===== config.mk =====
export PLATFORM = sky130hd
export DESIGN_NAME = ber_tlv_deframer
export DESIGN_NICKNAME = d
export VERILOG_FILES = /design/src/hw/rtl/btlv_pkg.sv /design/src/hw/rtl/ber_tlv_deframer.sv
export SDC_FILE = /design/constraint.sdc
export NUM_CORES = 1
export LEC_CHECK = 0
export BUFFER_PORTS_ARGS = -buffer_cell sky130_fd_sc_hd__buf_2
export CAP_MARGIN = 40
export CORE_ASPECT_RATIO = 1.2
export CORE_MARGIN = 8
export CORE_UTILIZATION = 30
export CTS_CLUSTER_DIAMETER = 120
export DETAILED_ROUTE_END_ITERATION = 8
export PLACE_DENSITY = 0.44
export SETUP_SLACK_MARGIN = 0.2
export SYNTH_ARGS = -nofsm -noshare
export SYNTH_HDL_FRONTEND = slang
export SYNTH_SLANG_ARGS = --single-unit
export TNS_END_PERCENT = 30

===== constraint.sdc =====
create_clock -name clk -period 5.2 [get_ports clk]
set_input_delay 1.04 -clock clk [delete_from_list [all_inputs] [get_ports clk]]
set_output_delay 1.04 -clock clk [all_outputs]
set_load 0.01 [all_outputs]

===== src/hw/rtl/btlv_pkg.sv =====
// Shared types and constants for the BER tag-length-value deframer.
// No dependencies; imported by ber_tlv_deframer.
`timescale 1ns / 1ps
`default_nettype none

package btlv_pkg;

    localparam int BYTE_W    = 8;
    localparam int LEN_CNT_W = 7;

    typedef logic [BYTE_W-1:0]    byte_t;
    typedef logic [LEN_CNT_W-1:0] len_cnt_t;

endpackage

`default_nettype wire


===== src/hw/rtl/ber_tlv_deframer.sv =====
// Usage of ber_tlv_deframer:
// - Input channel in_valid/in_ready/in_byte carries one byte of the encoded
//   stream per item. Output channel out_valid/out_ready carries value_byte,
//   record_last and record_empty, one value byte or one empty marker per item.
// - Records are tag, length (short or long big-endian form), value. The tag
//   byte and the length bytes produce no output item. Each value byte is
//   sent; record_last marks the final one. A zero length sends one item with
//   record_empty and record_last set and value_byte zero.
// - Path: an input byte that produces an output item goes through the input
//   register, then the result register, before it shows on out_valid.
// - Throughput: one byte per cycle unless stalled; the phase and length
//   update is a single pass of logic between the input and result registers.
// - Reset (rst_n low) empties both registers and returns the parser to
//   expecting a tag byte.
// - When the receiver stalls, the result register holds its item; the input
//   register holds one more byte, after which in_ready drops until out_ready.
// Depends on btlv_pkg.
`timescale 1ns / 1ps
`default_nettype none

module ber_tlv_deframer #(
    parameter int LENGTH_WIDTH = 32
) (
    input  wire                 clk,
    input  wire                 rst_n,
    input  wire                 in_valid,
    output logic                in_ready,
    input  wire btlv_pkg::byte_t in_byte,
    output logic                out_valid,
    input  wire                 out_ready,
    output btlv_pkg::byte_t     value_byte,
    output logic                record_last,
    output logic                record_empty
);
    import btlv_pkg::*;

    typedef enum logic [1:0] {
        PH_TAG       = 2'd0,
        PH_LEN_FIRST = 2'd1,
        PH_LEN_MORE  = 2'd2,
        PH_VALUE     = 2'd3
    } phase_t;

    typedef logic [LENGTH_WIDTH-1:0] len_t;

    phase_t   phase_reg, phase_next;
    len_cnt_t len_left_reg, len_left_next;
    len_t     val_left_reg, val_left_next;

    logic  s1_valid_reg;
    byte_t s1_byte_reg;

    logic  out_valid_reg;
    byte_t value_byte_reg;
    logic  record_last_reg;
    logic  record_empty_reg;

    logic     out_free;
    logic     s1_fire;
    logic     emit;
    byte_t    emit_byte;
    logic     emit_last;
    logic     emit_empty;
    len_cnt_t low7;
    len_t     shifted;
    len_t     val_dec;
    len_cnt_t len_dec;
    logic [LENGTH_WIDTH+BYTE_W-1:0] shift_wide;

    assign out_free = !out_valid_reg || out_ready;
    assign s1_fire  = s1_valid_reg && out_free;
    assign in_ready = !s1_valid_reg || out_free;

    assign low7       = s1_byte_reg[LEN_CNT_W-1:0];
    assign shift_wide = {val_left_reg, s1_byte_reg};
    assign shifted    = shift_wide[LENGTH_WIDTH-1:0];
    assign val_dec    = val_left_reg - len_t'(1);
    assign len_dec    = len_left_reg - len_cnt_t'(1);

    always_comb
    begin
        phase_next    = phase_reg;
        len_left_next = len_left_reg;
        val_left_next = val_left_reg;
        emit          = 1'b0;
        emit_byte     = '0;
        emit_last     = 1'b0;
        emit_empty    = 1'b0;
        unique case (phase_reg)
            PH_TAG:
            begin
                phase_next = PH_LEN_FIRST;
            end
            PH_LEN_FIRST:
            begin
                len_left_next = '0;
                if (low7 == '0)
                begin
                    phase_next    = PH_TAG;
                    val_left_next = '0;
                    emit          = 1'b1;
                    emit_last     = 1'b1;
                    emit_empty    = 1'b1;
                end
                else if (!s1_byte_reg[BYTE_W-1])
                begin
                    val_left_next = len_t'(low7);
                    phase_next    = PH_VALUE;
                end
                else
                begin
                    val_left_next = '0;
                    len_left_next = low7;
                    phase_next    = PH_LEN_MORE;
                end
            end
            PH_LEN_MORE:
            begin
                val_left_next = shifted;
                len_left_next = len_dec;
                if (len_dec == '0)
                begin
                    if (shifted == '0)
                    begin
                        phase_next = PH_TAG;
                        emit       = 1'b1;
                        emit_last  = 1'b1;
                        emit_empty = 1'b1;
                    end
                    else
                    begin
                        phase_next = PH_VALUE;
                    end
                end
            end
            PH_VALUE:
            begin
                if (val_left_reg == '0)
                begin
                    phase_next = PH_LEN_FIRST;
                end
                else
                begin
                    val_left_next = val_dec;
                    emit          = 1'b1;
                    emit_byte     = s1_byte_reg;
                    emit_last     = (val_dec == '0);
                    if (val_dec == '0)
                    begin
                        phase_next = PH_TAG;
                    end
                end
            end
        endcase
    end

    always_ff @(posedge clk or negedge rst_n)
    begin
        if (!rst_n)
        begin
            phase_reg        <= PH_TAG;
            len_left_reg     <= '0;
            val_left_reg     <= '0;
            s1_valid_reg     <= 1'b0;
            s1_byte_reg      <= '0;
            out_valid_reg    <= 1'b0;
            value_byte_reg   <= '0;
            record_last_reg  <= 1'b0;
            record_empty_reg <= 1'b0;
        end
        else
        begin
            if (in_ready)
            begin
                s1_valid_reg <= in_valid;
                s1_byte_reg  <= in_byte;
            end
            if (s1_fire)
            begin
                phase_reg    <= phase_next;
                len_left_reg <= len_left_next;
                val_left_reg <= val_left_next;
            end
            if (out_free)
            begin
                out_valid_reg <= s1_fire && emit;
            end
            if (s1_fire && emit)
            begin
                value_byte_reg   <= emit_byte;
                record_last_reg  <= emit_last;
                record_empty_reg <= emit_empty;
            end
        end
    end

    assign out_valid    = out_valid_reg;
    assign value_byte   = value_byte_reg;
    assign record_last  = record_last_reg;
    assign record_empty = record_empty_reg;

`ifndef SYNTHESIS
    a_empty_marker: assert property (@(posedge clk) disable iff (!rst_n)
        out_valid && record_empty |-> record_last && value_byte == '0)
        else $error("empty marker without last flag or with nonzero byte");

    a_value_count: assert property (@(posedge clk) disable iff (!rst_n)
        phase_reg == PH_VALUE |-> val_left_reg != '0)
        else $error("value phase with no bytes left");

    a_len_count: assert property (@(posedge clk) disable iff (!rst_n)
        phase_reg == PH_LEN_MORE |-> len_left_reg != '0)
        else $error("length phase with no length bytes left");

    a_no_advance_on_stall: assert property (@(posedge clk) disable iff (!rst_n)
        out_valid && !out_ready |=> $stable(phase_reg) && $stable(val_left_reg))
        else $error("parser advanced while result register was stalled");
`endif

endmodule

`default_nettype wire

==> results <==
- For this configuration, the core starts out at a cell density of a little under a third.
- The worst setup path is of the reg -> reg kind.
- The clock period minus final worst setup slack is 3730 ps.
- The multi-input combinational cells in the finished layout cover a total of about 0.0023 mm^2.
- Traced cell by cell, the critical path runs through inv_1, ha_1, nor2b_1, nand3_2, nand4bb_1, o21ai_4, buf_4, nor2_1, mux2_2, a221o_1.
- The hold path startpoint is len_left_reg[6]$_DFFE_PN0P_.
- Entering global routing, the biggest net connects slightly above 60 pins.
- The remaining global-route overflow is 0.
- In the global route stage, overall resource usage came out at 15.0%.
- The worst clock skew on the final layout is between 7 and 8 ps.
- Counting distinct cell types in the post-synthesis netlist gives 66.
- In the routed design, unresolved DRC markers number 0.
- The area of the die is 0.0176 mm^2.
- The total standard cell area after synthesis is 0.00408 mm^2.
- The path category of the worst min-delay check is reg -> reg.
- The portion of the post-synthesis area used by sequential elements is 37.4%.
- In this run the tightest slew margin relative to its limit is 42.5%.
- For this run, the slowest stage of the critical path takes around 500 ps.
- The number of antenna diodes in the final layout is 0.
- After the last flow step, the layout net total stands at 496.
- The critical path runs through a total of 10 cells.
- The CTS root buffer is sky130_fd_sc_hd__clkbuf_16.
- Based on the critical path, the design can be clocked at up to 0.268 GHz.
- The post-route antenna net violation count is 0.
- The count of pins over their slew limit is 0.
- The largest delay contributor family on the critical path is simple AND/OR/NAND/NOR gates.
- The flow ran to the end, and the final reports show no timing, DRC or antenna violations.
- Sorting the synthesized cells by how often they occur yields 61 x sky130_fd_sc_hd__dfrtp_1, 55 x sky130_fd_sc_hd__nand2_1, 32 x sky130_fd_sc_hd__nor2_1, 30 x sky130_fd_sc_hd__o21ai_0, 24 x sky130_fd_sc_hd__clkbuf_1.
- The x dimension of the die is 122 um.
- Synthesis handed over a netlist of 471 instances.
- Dividing the detail-routed wire length by the instance count gives 19.6 um.
- Across all hold checks on the routed design, the worst slack comes to 514 ps.
- The placement row count is between 40 and 50.
- The overall die height is roughly 140 um.
- The hold violation total from the final report is 0.
- Fill cells in the final layout number 1420.
- The first detailed-routing pass ran for 5 iterations.
- The critical path contains buffers and inverters numbering 2 combined.
- For this run, the number of standard cells in the final layout without fillers is 647.
- The core region is approximately 0.013 mm^2.
- In this run the static leakage power is 1.88 nW.
- The worst register-to-register path has a depth of 10.
- A synthesized cell averages 8.65 um^2.
- At the pin with the least slew margin, the transition time is about 860 ps.
- TritonCTS built the clock tree.
- The setup check on the worst reg-to-reg path leaves a slack of 1470 ps.
- In the final timing run, aggregate negative setup slack is 0 ps.
- The async set-reset flop share out of synthesis is 100%.
- The category of the worst setup path capture point is a flip-flop.
- The cell with the most instances after synthesis is sky130_fd_sc_hd__dfrtp_1.
- In this run the biggest area consumer among cell types represents 37.4% of the synthesized area.
- The number of resized instances in the post-cts repair step is 0.
- Dividing total power by cell area gives a power density of 677 mW/mm^2.
- The worst setup path endpoint is val_left_reg[30]$_DFFE_PN0P_.
- The total wire length after detailed routing is 12700 um.
- TritonCTS created 9 clock buffers.
- Setup violations remaining at the end of the flow were counted as 0.
- By area the synthesized netlist is led by sky130_fd_sc_hd__dfrtp_1 37%, sky130_fd_sc_hd__nand2_1 5.1%, sky130_fd_sc_hd__o21ai_0 3.7%.
- The number of antenna violations at the first check in global routing is 0.
- Compared with the post-synthesis result, the final layout area differs by 12.4%.
- In the synthesized netlist the dominant register cell turns out to be sky130_fd_sc_hd__dfrtp_1.
- The type of origin of the critical path is a flip-flop.
- The fraction of final layout cells sized beyond drive strength 1 is 15.2%.
- Setup repair after global routing left no endpoint under its margin.
- The number of buffers inserted by hold repair at cts is 0.
- The via-per-instance ratio is a little under 6.
- The sequential standard cell area is 0.00153 mm^2.
- The number of maximum-capacitance violations is 0.
- Synthesis inferred 61 register bits.
- The via count of the first global-routing pass is about 3700.
- The clock passes through at most 2 buffers.
- Among all stages on the critical path, the largest delay is contributed by sky130_fd_sc_hd__o21ai_4.
- 24 I/O pins were placed.
- After layout, the worst path uses 71.7% of the clock period.
- sky130_fd_sc_hd__dfrtp_1 takes more of the synthesized area than any other cell.
- Summing over every cut layer, the via total after detailed routing is 3736.
- Synthesis produced a netlist with a net count of 491.
- The endpoint of the most critical register-to-register path is val_left_reg[30]$_DFFE_PN0P_.
- The reg-to-reg startpoint is val_left_reg[0]$_DFFE_PN0P_.
- The post-CTS clock slew at the launch and capture registers of the worst setup and hold paths is approximately 50 ps.
- The worst-case IR drop observed on VDD is 0.185 mV.
- Port buffering added 23 buffers.
- The number of setup buffers added after CTS is 0.
- The number of flip-flops under the largest register name is 32.
- Once detailed placement completed, the half-perimeter wirelength came to 8630 um.
- Of all nets on the critical path, the largest fanout is 19.
- At the worst endpoint, the required time is 5410 ps.
- The congestion estimate from routability-driven global placement came to 0.858.
- The number of sinks handled by clock tree synthesis is 61.
- The startpoint of the most critical setup path is val_left_reg[0]$_DFFE_PN0P_.
- For this run, the number of Yosys warnings is 0.
- In this run, placement finished with an instance count of roughly 630.
- The CTS H-tree depth is 3.
- Clock latency on the worst-skew pair, taken at its later pin, is 330 ps.
- In this run, synthesis inferred 0 flip-flops with an integrated enable.
- The first global-routing pass estimated about 20000 um of wire.
- The data arrival at the endpoint of the critical path is 3940 ps.
- The number of design-rule violations left by the first detailed-router iteration is approximately 210.
logic make-up after synthesis:
kind of cell | share of synthesized area, %
adder cells (fa/ha/maj) | 2.46
buffers and inverters | 5.46
XOR/XNOR | 1.07
multiplexers | 3.99
AO/OA/AOI/OAI | 22.8
flip-flops | 37.4
AND/OR/NAND/NOR | 26.8
cell type report:
cell class | count | area share, %
clock inverter | 2 | 0.218
inverter | 13 | 1.06
sequential | 61 | 33.3
multi-input combinational | 360 | 51.0
tap | 168 | 4.59
timing repair buffer | 31 | 4.26
clock buffer | 12 | 5.60
metrics by stage:
stage                     worst slack (ps)  cell area [um^2]  power (mW)  util (%)
after detailed placement              1510              4320        2.54      32.6
after global placement                1590              4280        2.53      32.3
after global routing                  1140              4580        3.34      34.6
after floorplan                       2500              4080        2.10         -
after CTS                             1500              4580        3.12      34.6
final                                 1470              4580        3.10      34.6
worst reg2reg max path: cells and delay by family, from the launching register on:
kind | cells | cell delay [ps]
buffers and inverters | 2 | 450
adders and majority gates | 1 | 300
muxes | 1 | 260
and+or+nand+nor | 4 | 1410
DFF | 1 | 410
AOI/OAI and AO/OA | 2 | 800
placed cells by master, fill, tap and decap left out, drive strengths merged, types with 3 or more instances in the layout:
master / n
a221o: 12
o221ai: 6
buf: 31
o31ai: 13
xnor2: 5
mux2i: 5
and3: 10
a22oi: 6
nor2: 32
nand2b: 4
dfrtp: 61
o21ai: 47
nor4b: 6
a32oi: 4
nand4: 8
clkbuf: 12
ha: 8
inv: 13
a21oi: 23
nand2: 56
nor3b: 3
nand3: 10
or4: 11
nor3: 19
mux2: 10
o31a: 5
or3: 8
nor4: 17
o22ai: 4
o21a: 3
or2: 3
worst min path at each step:
| stage | cells after the start | end |
|---|---|---|
| 2_1_floorplan | 2 | len_left_reg[6]$_DFFE_PN0P_ |
| 3_3_place_gp | 2 | len_left_reg[6]$_DFFE_PN0P_ |
| 4_1_cts | 2 | len_left_reg[6]$_DFFE_PN0P_ |
| 5_1_grt | 2 | value_byte[1]$_DFFE_PN0P_ |
| 6_report | 2 | len_left_reg[6]$_DFFE_PN0P_ |
| 3_5_place_dp | 2 | value_byte[1]$_DFFE_PN0P_ |
power breakdown:
part,total [mW],internal (mW),switching [mW],leakage [nW]
combinational,1.59,0.601,0.992,0.960
sequential,0.952,0.651,0.301,0.785
clock,0.559,0.342,0.218,0.134
total,3.10,1.59,1.51,1.88
metal layers:
metal  wire, um  track usage, %
met1       5660            18.2
met2       6310            25.5
met3        488            2.94
met4        196            5.78
met5          0               0
Power figures use the tool's default switching activity.
